<file path="src/hw/rtl/rbs_pkg.sv">
// Shared types, widths and helpers for the ray/box slab intersect pipeline.
package rbs_pkg;

   localparam int COORD_W    = 24;
   localparam int DIR_W      = 16;
   localparam int SIZE_W     = 23;
   localparam int THR_W      = 15;
   localparam int DIST_W     = 32;
   localparam int BOUND_W    = COORD_W + 1;
   localparam int DIFF_W     = COORD_W + 2;
   localparam int FRAC_SHIFT = 10;
   localparam int NUM_W      = DIFF_W + FRAC_SHIFT;
   localparam int DVS_W      = DIR_W + 1;
   localparam int STEP_BITS  = 4;
   localparam int DIV_STAGES = NUM_W / STEP_BITS;
   localparam int T_W        = NUM_W + 2;
   localparam int HALF_W     = NUM_W / 2;
   localparam int PROD_W     = DIR_W + HALF_W + 1;
   localparam int SUM_W      = PROD_W + HALF_W + 1;
   localparam int LANES      = 4;

   localparam int LANE_XLO = 0;
   localparam int LANE_XHI = 1;
   localparam int LANE_YLO = 2;
   localparam int LANE_YHI = 3;

   localparam logic [THR_W-1:0] THR_RESET = THR_W'(1);

   typedef struct packed {
      logic signed [COORD_W-1:0] ray_origin_x;
      logic signed [COORD_W-1:0] ray_origin_y;
      logic signed [DIR_W-1:0]   ray_dir_x;
      logic signed [DIR_W-1:0]   ray_dir_y;
      logic signed [COORD_W-1:0] rect_x;
      logic signed [COORD_W-1:0] rect_y;
      logic [SIZE_W-1:0]         rect_width;
      logic [SIZE_W-1:0]         rect_height;
   } req_word_type;

   typedef struct packed {
      logic                      hit;
      logic [DIST_W-1:0]         distance;
      logic signed [COORD_W-1:0] point_x;
      logic signed [COORD_W-1:0] point_y;
   } rsp_word_type;

   // One restoring divider lane: quotient bits shift into num from the bottom.
   typedef struct packed {
      logic [DVS_W-1:0] rem;
      logic [NUM_W-1:0] num;
      logic [DVS_W-1:0] dvs;
      logic             neg;
   } div_lane_type;

   typedef struct packed {
      logic signed [COORD_W-1:0] ox;
      logic signed [COORD_W-1:0] oy;
      logic signed [DIR_W-1:0]   dx;
      logic signed [DIR_W-1:0]   dy;
      logic                      par_x;
      logic                      par_y;
      logic                      miss;
      div_lane_type [LANES-1:0]  lane;
   } div_word_type;

   typedef struct packed {
      logic signed [COORD_W-1:0]   ox;
      logic signed [COORD_W-1:0]   oy;
      logic signed [DIR_W-1:0]     dx;
      logic signed [DIR_W-1:0]     dy;
      logic                        par_x;
      logic                        par_y;
      logic                        miss;
      logic [LANES-1:0][T_W-1:0]   t;
   } fix_word_type;

   typedef struct packed {
      logic signed [COORD_W-1:0] ox;
      logic signed [COORD_W-1:0] oy;
      logic signed [DIR_W-1:0]   dx;
      logic signed [DIR_W-1:0]   dy;
      logic                      miss;
      logic [NUM_W-1:0]          tmin;
      logic signed [T_W-1:0]     tmax;
      logic                      tmax_unb;
   } comb_word_type;

   typedef struct packed {
      logic                      hit;
      logic [DIST_W-1:0]         t_entry;
      logic signed [COORD_W-1:0] ox;
      logic signed [COORD_W-1:0] oy;
      logic signed [PROD_W-1:0]  pl_x;
      logic signed [PROD_W-1:0]  ph_x;
      logic signed [PROD_W-1:0]  pl_y;
      logic signed [PROD_W-1:0]  ph_y;
   } prod_word_type;

   typedef struct packed {
      logic                      hit;
      logic [DIST_W-1:0]         t_entry;
      logic signed [COORD_W-1:0] ox;
      logic signed [COORD_W-1:0] oy;
      logic signed [SUM_W-1:0]   sum_x;
      logic signed [SUM_W-1:0]   sum_y;
   } sum_word_type;

   // Set up one divider lane for (bound - origin) * 1024 / dir.
   function automatic div_lane_type make_lane(input logic signed [DIFF_W-1:0] diff,
                                              input logic signed [DIR_W-1:0] dir);
      div_lane_type           l;
      logic [DIFF_W-1:0]      mag;
      logic [DVS_W-1:0]       dext;
      dext  = {dir[DIR_W-1], dir};
      mag   = diff[DIFF_W-1] ? DIFF_W'(-diff) : DIFF_W'(diff);
      l.rem = '0;
      l.num = {mag, {FRAC_SHIFT{1'b0}}};
      l.dvs = dir[DIR_W-1] ? DVS_W'(-dext) : dext;
      l.neg = diff[DIFF_W-1] ^ dir[DIR_W-1];
      return l;
   endfunction

endpackage

</file>
<file path="src/hw/rtl/rbs_slab.sv">
// Floor-correct the quotients, then merge both slabs into entry and exit.
module rbs_slab import rbs_pkg::*; (
   input  logic           clock,
   input  logic           reset,
   input  logic           en,
   input  logic           in_valid,
   input  div_word_type   in_word,
   output logic           out_valid,
   output comb_word_type  out_word
);

   logic           fix_valid_ff, comb_valid_ff;
   fix_word_type   fix_ff, fix_in;
   comb_word_type  comb_ff, comb_in;
   logic [T_W-1:0]        tq;
   logic signed [T_W-1:0] t1x, t2x, t1y, t2y, tmin;

   always_comb begin
      fix_in.ox    = in_word.ox;
      fix_in.oy    = in_word.oy;
      fix_in.dx    = in_word.dx;
      fix_in.dy    = in_word.dy;
      fix_in.par_x = in_word.par_x;
      fix_in.par_y = in_word.par_y;
      fix_in.miss  = in_word.miss;
      tq = '0;
      for (int l = 0; l < LANES; l++) begin
         tq = {2'b00, in_word.lane[l].num};
         // floor of a negative quotient: -q - 1 when a remainder is left
         if (in_word.lane[l].neg) begin
            fix_in.t[l] = ~tq + {{(T_W-1){1'b0}}, (in_word.lane[l].rem == '0)};
         end else begin
            fix_in.t[l] = tq;
         end
      end
   end

   always_comb begin
      if ($signed(fix_ff.t[LANE_XLO]) > $signed(fix_ff.t[LANE_XHI])) begin
         t1x = $signed(fix_ff.t[LANE_XHI]);
         t2x = $signed(fix_ff.t[LANE_XLO]);
      end else begin
         t1x = $signed(fix_ff.t[LANE_XLO]);
         t2x = $signed(fix_ff.t[LANE_XHI]);
      end
      if ($signed(fix_ff.t[LANE_YLO]) > $signed(fix_ff.t[LANE_YHI])) begin
         t1y = $signed(fix_ff.t[LANE_YHI]);
         t2y = $signed(fix_ff.t[LANE_YLO]);
      end else begin
         t1y = $signed(fix_ff.t[LANE_YLO]);
         t2y = $signed(fix_ff.t[LANE_YHI]);
      end
      tmin = '0;
      if (!fix_ff.par_x && t1x > tmin) begin
         tmin = t1x;
      end
      if (!fix_ff.par_y && t1y > tmin) begin
         tmin = t1y;
      end
      comb_in.tmax     = '0;
      comb_in.tmax_unb = 1'b1;
      if (!fix_ff.par_x) begin
         comb_in.tmax     = t2x;
         comb_in.tmax_unb = 1'b0;
      end
      if (!fix_ff.par_y && (comb_in.tmax_unb || t2y < comb_in.tmax)) begin
         comb_in.tmax     = t2y;
         comb_in.tmax_unb = 1'b0;
      end
      comb_in.tmin = tmin[NUM_W-1:0];
      comb_in.ox   = fix_ff.ox;
      comb_in.oy   = fix_ff.oy;
      comb_in.dx   = fix_ff.dx;
      comb_in.dy   = fix_ff.dy;
      comb_in.miss = fix_ff.miss;
   end

   always_ff @(posedge clock) begin
      if (reset) begin
         fix_valid_ff  <= 1'b0;
         comb_valid_ff <= 1'b0;
      end else if (en) begin
         fix_valid_ff  <= in_valid;
         comb_valid_ff <= fix_valid_ff;
      end
      if (en) begin
         fix_ff  <= fix_in;
         comb_ff <= comb_in;
      end
   end

   assign out_valid = comb_valid_ff;
   assign out_word  = comb_ff;

endmodule

</file>
<file path="config.mk">
export PLATFORM = sky130hd
export DESIGN_NAME = rbs_slab
export DESIGN_NICKNAME = d
export VERILOG_FILES = /design/src/hw/rtl/rbs_pkg.sv /design/src/hw/rtl/rbs_slab.sv
export SDC_FILE = /design/constraint.sdc
export NUM_CORES = 1
export LEC_CHECK = 0
export BUFFER_PORTS_ARGS = -buffer_cell sky130_fd_sc_hd__buf_2
export CAP_MARGIN = 5
export CORE_ASPECT_RATIO = 1.2
export CORE_UTILIZATION = 50
export DETAILED_ROUTE_END_ITERATION = 6
export PLACE_DENSITY = 0.77
export SLEW_MARGIN = 20
export SYNTH_ARGS = -nofsm -noshare
export SYNTH_HDL_FRONTEND = slang
export SYNTH_SLANG_ARGS = --single-unit
export TNS_END_PERCENT = 30
</file>
<file path="constraint.sdc">
create_clock -name clock -period 7.9 [get_ports clock]
set_clock_uncertainty 0.2 [all_clocks]
set_input_delay 0.79 -clock clock [delete_from_list [all_inputs] [get_ports clock]]
set_output_delay 0.79 -clock clock [all_outputs]
set_load 0.03 [all_outputs]
</file>
==> results of run 1 <==
==> registers in the layout, indices dropped and copies added (netlist names) <==
register	flops
fix_ff	154
out_word	156
fix_valid_ff	1
out_valid	1
comb_in	81
==> cell type report <==
| type | instances | area share (%) |
|---|---|---|
| Clock buffer | 48 | 3.98 |
| Timing Repair Buffer | 491 | 9.78 |
| Sequential cell | 393 | 44.5 |
| Inverter | 173 | 2.45 |
| Tap cell | 552 | 2.61 |
| Multi-Input combinational cell | 1266 | 35.6 |
| Clock inverter | 23 | 1.04 |
==> cells by family after synthesis <==
| logic type | after synthesis |
|---|---|
| AOI/OAI and AO/OA | 336 |
| xor gates and xnor gates | 137 |
| adders and majority gates | 159 |
| buffers and inverters | 233 |
| DFF | 393 |
| muxes | 155 |
| other | 1 |
| and+or+nand+nor | 477 |
==> power by group through the flow <==
stage / registers (mW) / clock network, mW / logic [mW]
final: 2.76 / 1.93 / 2.01
after global routing: 2.78 / 2.04 / 2.19
after CTS: 2.76 / 1.97 / 2.00
after detailed placement: 2.80 / 0 / 1.98
after global placement: 2.79 / 0 / 1.93
after floorplan: 2.95 / 0 / 1.09
==> metal layers <==
metal  track usage, %  wire [µm]  vias up
met5                0         24        -
met4             12.0       2500        4
met3             4.87       3730      127
met2             49.9      31700      591
met1             29.6      23100     7887
li1                 -          -     7981
==> placed cells by master, fill, tap and decap left out, types with 6 or more instances in the layout <==
cell type	count
o21a_1	10
xor2_1	8
o41ai_1	18
nor4_1	41
nand2b_1	13
inv_1	173
buf_4	28
nor3_1	24
nand3_1	56
bufinv_16	6
nand4_1	36
a21oi_1	83
xnor2_1	129
buf_2	458
or4_1	26
mux2_2	83
a21boi_0	7
nor2_1	29
o21ai_0	110
a21o_1	30
ha_1	159
nand2_1	195
a221oi_1	6
mux2i_1	71
o31ai_1	32
or2_2	9
clkinv_1	8
edfxtp_1	391
or3_1	20
or4_4	9
clkbuf_16	41
clkbuf_1	7
==> path summary, 6_finish.rpt <==
check	cells past startpoint	end	startpoint	slack (ns)
worst max-delay path	23	out_word[62]	fix_ff[4]	0.49
worst min-delay path	1	comb_in[88]	in_word[299]	0.21
worst max register to register	23	out_word[62]	fix_ff[4]	0.49
worst min register to register	0	out_word[146]	comb_in[146]	0.22
==> repair_timing <==
item,4_1_cts,5_1_grt
endpoints found under the setup margin,0,59
hold buffers,0,0
buffers inserted,0,0
endpoints found under the hold margin,0,0
resized for setup,0,3
==> impl_metrics.csv, run 1 <==
group,metric,value,unit
status,outcome,"finished, final reports clean",
cts,clkLatencyLatePin,0.56,ns
pwr,p_int,4.55,mW
global_routing,grt_pass1_wl,90900,µm
detailed_routing,first_pass_iters,5,
global_routing,grt_antenna_before_repair,2,
layout,final_area,26500,µm²
cts,clk_pin_slew,0.06,ns
logic_synthesis,synth.area.top_cells,"edfxtp_1, ha_1, xnor2_1, mux2_2, nand2_1",
flow_run,drv_cap,0,
global_routing,track_usage,26.8,%
sta,hold_viol_final,0,
setup_path,end_kind,"flop",
logic_synthesis,synth_mux_area_share,7.51,%
layout,antenna_cells,0,
logic_synthesis,synth_edf_count,391,
logic_synthesis,synth_compound_area_share,9.53,%
sta,slew_headroom,31.1,%
setup_path,cp_slowest_cell,"nor3_1",
placed_design,routabilityCongestion,0.920,
detailed_routing,wl,61100,µm
detailed_routing,viasPerCell,5.63,
detailed_routing,wl_per_cell,20.7,µm
setup_path,critical_path_buf_inv_count,4,
cts,cts_max_level,2,
logic_synthesis,synth_top_area_cell,"edfxtp_1",
min_path,hold_path_class,"in -> reg",
setup_path,critPathArrivalTime,7.56,ns
global_routing,gr-total-overflow,0,
layout,drive_gt1_share,27.7,%
detailed_routing,drcViolationCount,0,
sta,setup_ws,0.491,ns
logic_synthesis,ys_warn_count,0,
sta,slew_viol_final,0,
logic_synthesis,synth.cells.most_frequent,"edfxtp_1, nand2_1, inv_1",
setup_path,cp.required,8.06,ns
floorplan,die_w,194,µm
placed_design,dp_hpwl,47900,µm
floorplan,die-area,44900,µm²
placed_design,place_area,25100,µm²
sta,finalSetupViolations,0,
pwr,ir_drop,0.000185,V
floorplan,core,43100,µm²
logic_synthesis,ys_ff_latch,393,
logic_synthesis,synthXorXnorAreaFrac,5.45,%
logic_synthesis,synthSimpleGateAreaFrac,11.0,%
cts,cts_root_buf,"clkbuf_16",
logic_synthesis,synth_ff_type,"edfxtp_1",
detailed_routing,drt_iter0_drc,854,
floorplan,die_y,232,µm
setup_path,cp_cell_sequence,"ha_1, a21oi_1, a21boi_0, o311ai_0, o211ai_1, nor3_1, nor2_4, buf_6, o21ai_0, nand2_1, ha_1, nor2b_1, o21a_1, o21a_1, o21a_1, o21a_1, o311ai_0, buf_4, nand4_1, mux2i_4, buf_4, buf_4, mux2i_1",
sta,holdWs,0.208,ns
layout,finalNonFillerCells,2946,
pwr,pwr-share-comb,30.0,%
cts,numCtsBuffers,41,
setup_path,crit_top_cell,"o21a_1",
sta,rsz0062_at_grt,"false",
setup_path,crit_type,"reg -> reg",
setup_path,slowest_delay,0.76,ns
logic_synthesis,yosysUniqueCellTypes,59,
detailed_routing,drtAntennaViolNets,0,
cts,clock_sink_count,393,
sta,tns,0,ns
logic_synthesis,syn_inst,1891,
logic_synthesis,synthAdderAreaFrac,9.03,%
sta,period_share,93.8,%
logic_synthesis,yosysMostFrequentCell,"edfxtp_1",
placed_design,dp_cells,2874,
logic_synthesis,syn_area,22000,µm²
logic_synthesis,synth-async-reset-ratio,0,%
logic_synthesis,synth_top_family_by_area,"simple AND/OR/NAND/NOR gates",
pwr,p_per_area,253,nW/µm²
layout,regArea,11800,µm²
logic_synthesis,synthesis.nets,2421,
floorplan,fp-row-count,83,
logic_synthesis,yosysSeqAreaShare,53.5,%
pwr,seqPwrFrac,41.2,%
layout,area_delta_synth_final,20.1,%
cts,clk_path_buf_depth,3,
pwr,power_leakage,11.0,nW
logic_synthesis,avgSynthCellArea,11.6,µm²
sta,clock.fmax,135,MHz
layout,post-route-util,61.4,%
setup_path,startpoint_type,"flop",
floorplan,ioPinCount,528,
detailed_routing,routed-via-count,16600,
setup_path,cp_top_family,"compound AO/OA/AOI/OAI gates",
layout,fin_nets,2896,
cts,cts_tree,"built",
sta,fin_crit,7.41,ns
floorplan,start_util,51.1,%
pwr,power,6.70,mW
logic_synthesis,synth_top_area_share,53.3,%
layout,fill_cells,3451,
setup_path,crit_fanout,52,
pwr,switching_share,32.2,%
pwr,clkPwrFrac,28.8,%
placed_design,io_buffers,459,
layout,multi_input_area,9430,µm²
placed_design,dp_slack,0.491,ns
global_routing,grt_pass1_vias,16700,
pwr,p_sw,2.15,mW
global_routing,grt_max_degree,186,
sta,worst_pin_slew,1.03,ns
(Power assumes the default switching activity.)
==> run 2: changes to the inputs <==
Settings changed: CORE_AREA from default to 2 2 204 206, CORE_ASPECT_RATIO 1.2 to default, CORE_UTILIZATION 50 to default, DIE_AREA from default to 0 0 206 208, PLACE_DENSITY 0.77 to 0.83.
==> impl_metrics.csv, run 2 (synthesis gave the netlist of run 1 again) <==
group,metric,value,unit
status,outcome,"finished, final reports clean",
layout,drive_gt1_share,27.5,%
sta,finalSetupViolations,0,
sta,period_share,94.9,%
sta,slew_viol_final,0,
setup_path,crit_type,"reg -> reg",
cts,clk_path_buf_depth,3,
global_routing,grt_max_degree,145,
global_routing,grt_antenna_before_repair,1,
layout,final_area,26400,µm²
pwr,ir_drop,0.000185,V
setup_path,cp.required,8.01,ns
placed_design,dp_hpwl,48400,µm
layout,post-route-util,65.1,%
layout,area_delta_synth_final,19.9,%
cts,post-cts-setup-buffers,0,
detailed_routing,first_pass_iters,6,
cts,cts_root_buf,"clkbuf_16",
detailed_routing,routed-via-count,16900,
floorplan,die-area,42800,µm²
flow_run,drv_cap,0,
min_path,hold_path_class,"in -> reg",
layout,fin_nets,2890,
detailed_routing,wl,61500,µm
sta,fin_crit,7.50,ns
sta,worst_pin_slew,0.940,ns
sta,tns,0,ns
sta,rsz0062_at_grt,"false",
cts,cts_tree,"built",
detailed_routing,drt_iter0_drc,1305,
cts,clk_pin_slew,0.06,ns
setup_path,startpoint_type,"flop",
floorplan,core,40600,µm²
detailed_routing,wl_per_cell,21.0,µm
global_routing,gr-total-overflow,0,
detailed_routing,viasPerCell,5.76,
cts,numCtsBuffers,42,
pwr,p_per_area,253,nW/µm²
sta,holdWs,0.200,ns
global_routing,track_usage,28.1,%
setup_path,cp_cell_sequence,"ha_1, nand4_1, nor4_1, o311ai_0, o211ai_1, nor3_1, nor2_4, nand2_1, a21oi_1, inv_1, ha_1, nand3_1, or3_1, nor4_1, buf_4, or3b_2, o32ai_1, nor2_1, mux2_2, a311o_1, buf_4, mux2_2",
floorplan,ioPinCount,528,
sta,clock.fmax,133,MHz
cts,cts_max_level,2,
setup_path,crit_fanout,23,
cts,clkLatencyLatePin,0.57,ns
placed_design,routabilityCongestion,0.922,
floorplan,die_y,208,µm
setup_path,end_kind,"flop",
setup_path,slowest_delay,0.64,ns
placed_design,place_area,25100,µm²
setup_path,cp_slowest_cell,"nor4_1",
layout,layout_common_cells,"buf_2, edfxtp_1, nand2_1, inv_1, ha_1",
sta,slew_headroom,37.3,%
floorplan,die_w,206,µm
global_routing,grt_pass1_wl,91600,µm
setup_path,critPathArrivalTime,7.61,ns
layout,largest_register_ffs,156,
pwr,power_leakage,11.0,nW
cts,clock_sink_count,393,
layout,final_common_cell,"buf_2",
detailed_routing,drtAntennaViolNets,0,
floorplan,start_util,54.3,%
detailed_routing,drcViolationCount,0,
floorplan,fp-row-count,74,
sta,hold_viol_final,0,
global_routing,grt_pass1_vias,16500,
cts,cts_hold_buffers,0,
placed_design,io_buffers,459,
[run 2: worst paths after layout]
kind | start | to | slack, ns | cells after the start
max | fix_ff[37] | out_word[9] | 0.40 | 22
min reg2reg | comb_in[125] | out_word[125] | 0.22 | 0
min | reset | fix_valid_ff | 0.20 | 2
max reg2reg | fix_ff[37] | out_word[9] | 0.40 | 22
[run 2: repair_timing]
item / CTS / global route
hold endpoints to repair: 0 / 0
setup endpoints to repair: 0 / 1
resized for setup: 0 / 1
[run 2: through the flow]
step	power, mW	std cells	worst slack (ns)
4_1_cts	6.70	2925	0.525
3_3_place_gp	4.70	2848	0.802
3_5_place_dp	4.76	2848	0.574
6_report	6.68	2926	0.400
2_1_floorplan	4.04	1891	1.05
5_1_grt	7.00	2926	0.0504
[run 2: routing by layer]
metal | wire length, µm | up-vias | track usage (%)
li1 | - | 7991 | -
met1 | 23800 | 7983 | 34.4
met2 | 29900 | 729 | 48.0
met3 | 4840 | 151 | 5.20
met4 | 2920 | 0 | 12.9
met5 | 0 | - | 0
[run 2: cell type report]
cell class / instances / area [µm²]
fillers: 3143 / 14100
flip-flops and latches: 393 / 11800
multi-input cells: 1265 / 9410
repair buffers: 485 / 2550
clock buffers: 47 / 1090
well taps: 532 / 666
inverters: 173 / 649
clock inverters: 30 / 258
diodes: 1 / 2.50
[run 2: report_power, final]
part           internal (mW)  switching, mW  leakage (nW)  total [mW]
Clock                   1.10          0.812         0.657        1.91
Sequential              2.60          0.161          3.88        2.76
Combinational          0.784           1.22          6.43        2.00
[run 2: worst max-delay path, delay by kind of cell, from the launching register on]
family	cells	cell delay, ns
buffers and inverters	3	0.49
muxes	2	0.61
adders and majority gates	2	0.77
and+or+nand+nor	10	3.02
AOI/OAI and AO/OA	5	1.69
DFF	1	0.45
==> run 3: changes to the inputs <==
Settings changed: GPL_TIMING_DRIVEN from default to 0, PLACE_DENSITY 0.83 to 0.81.
==> impl_metrics.csv, run 3 (synthesis gave the netlist of run 1 again) <==
group,metric,value,unit
status,outcome,"finished, final reports clean",
setup_path,r2r_cells,21,
setup_path,crit_fanout,10,
min_path,holdPathStages,2,
floorplan,fp-row-count,74,
sta,finalSetupViolations,0,
layout,fin_nets,2923,
pwr,p_per_area,250,nW/µm²
placed_design,dp_hpwl,51600,µm
sta,tns,0,ns
floorplan,die_y,208,µm
floorplan,core,40600,µm²
global_routing,grt_antenna_before_repair,2,
floorplan,start_util,54.3,%
sta,clock.fmax,131,MHz
floorplan,die_w,206,µm
detailed_routing,viasPerCell,5.81,
detailed_routing,wl_per_cell,22.0,µm
setup_path,crit_type,"reg -> reg",
setup_path,cp.required,7.98,ns
cts,clk_pin_slew,0.06,ns
global_routing,grt_max_degree,111,
sta,period_share,96.7,%
global_routing,grt_pass1_wl,95900,µm
setup_path,startpoint_type,"flop",
sta,rsz0062_at_grt,"false",
layout,layout_common_cells,"buf_2, edfxtp_1, nand2_1, inv_1, ha_1",
pwr,clkPwrFrac,27.3,%
detailed_routing,first_pass_iters,5,
pwr,p_int,4.40,mW
pwr,switching_share,33.3,%
sta,slew_viol_final,0,
sta,hold_viol_final,0,
pwr,ir_drop,0.000184,V
pwr,pwr-share-comb,31.1,%
global_routing,track_usage,29.7,%
detailed_routing,wl,64900,µm
pwr,seqPwrFrac,41.7,%
cts,numCtsBuffers,41,
global_routing,grt_pass1_vias,16800,
pwr,power_leakage,10.9,nW
layout,final_common_cell,"buf_2",
placed_design,io_buffers,456,
layout,post-route-util,65.1,%
setup_path,end_kind,"flop",
sta,slew_headroom,44.5,%
cts,cts_root_buf,"clkbuf_16",
placed_design,routabilityCongestion,0.922,
cts,clk_path_buf_depth,3,
cts,clock_sink_count,393,
detailed_routing,drt_iter0_drc,1566,
sta,worst_pin_slew,0.821,ns
global_routing,gr-total-overflow,0,
floorplan,ioPinCount,528,
floorplan,die-area,42800,µm²
layout,largest_register_ffs,156,
cts,cts_max_level,2,
flow_run,drv_cap,0,
detailed_routing,drtAntennaViolNets,0,
min_path,hold_path_class,"in -> reg",
layout,drive_gt1_share,26.7,%
pwr,power,6.59,mW
placed_design,place_area,25100,µm²
setup_path,critPathArrivalTime,7.72,ns
detailed_routing,routed-via-count,17200,
cts,clkLatencyLatePin,0.56,ns
sta,fin_crit,7.64,ns
detailed_routing,drcViolationCount,0,
layout,final_area,26400,µm²
cts,cts_tree,"built",
pwr,p_sw,2.20,mW
layout,area_delta_synth_final,19.9,%
==> run 3: what timing repair did <==
action	CTS	global route
hold buffers	0	0
buffers inserted	2	0
resized for setup	21	10
setup endpoints to repair	74	68
pin swaps	1	2
==> run 3: through the flow <==
stage / setup WS, ns / instances / hold WS (ns)
floorplan: 1.05 / 1891 / 0.200
global placement: -1.62 / 2879 / 0.201
detailed placement: -1.72 / 2882 / 0.205
CTS: 0.00367 / 2957 / 0.175
global route: 0.00161 / 2956 / 0.179
finish: 0.262 / 2956 / 0.204
==> run 3: area by class of cell <==
type / instances / area, µm²
Fill cell: 3150 / 14100
Sequential cell: 393 / 11800
Multi-Input combinational cell: 1265 / 9450
Timing Repair Buffer: 461 / 2390
Clock buffer: 48 / 1050
Tap cell: 532 / 666
Inverter: 173 / 649
Buffer: 58 / 236
Clock inverter: 25 / 181
Antenna cell: 1 / 2.50
==> run 3: critical path, stage by stage (launching register included) <==
cell and delay, ns:
edfxtp_1 0.48, ha_1 0.49, nand4_1 0.25, nor4_4 0.34, nand4_1 0.28, and2_1 0.26
o21a_1 0.13, or4_1 0.49, a21oi_2 0.34, clkbuf_1 0.46, nand2_1 0.18, ha_1 0.32
nor2b_1 0.14, o21a_1 0.17, o21a_1 0.16, o21a_1 0.16, o21a_1 0.17, o311ai_0 0.69
nand4_1 0.29, mux2i_4 0.45, clkbuf_2 0.40, mux2i_1 0.52
==> run 3: worst paths after layout <==
kind,from,to,slack (ns)
max,fix_ff[37],out_word[60],0.26
min,reset,out_valid,0.20
max reg2reg,fix_ff[37],out_word[60],0.26
min reg2reg,comb_in[95],out_word[95],0.21
==> run 3: power groups by stage <==
stage | sequential (mW) | clock, mW | combinational (mW)
finish | 2.75 | 1.80 | 2.05
detailed placement | 2.78 | 0 | 1.99
floorplan | 2.95 | 0 | 1.09
CTS | 2.75 | 1.83 | 2.02
global route | 2.76 | 1.91 | 2.22
global placement | 2.80 | 0 | 1.94
==> run 3: metal layers <==
layer / part of all wire (%) / global-route usage [%] / up-vias
li1: - / - / 8031
met5: 0.020 / 0 / -
met1: 40 / 38.3 / 8224
met3: 7.7 / 5.28 / 128
met2: 49 / 50.6 / 780
met4: 3.1 / 9.41 / 2
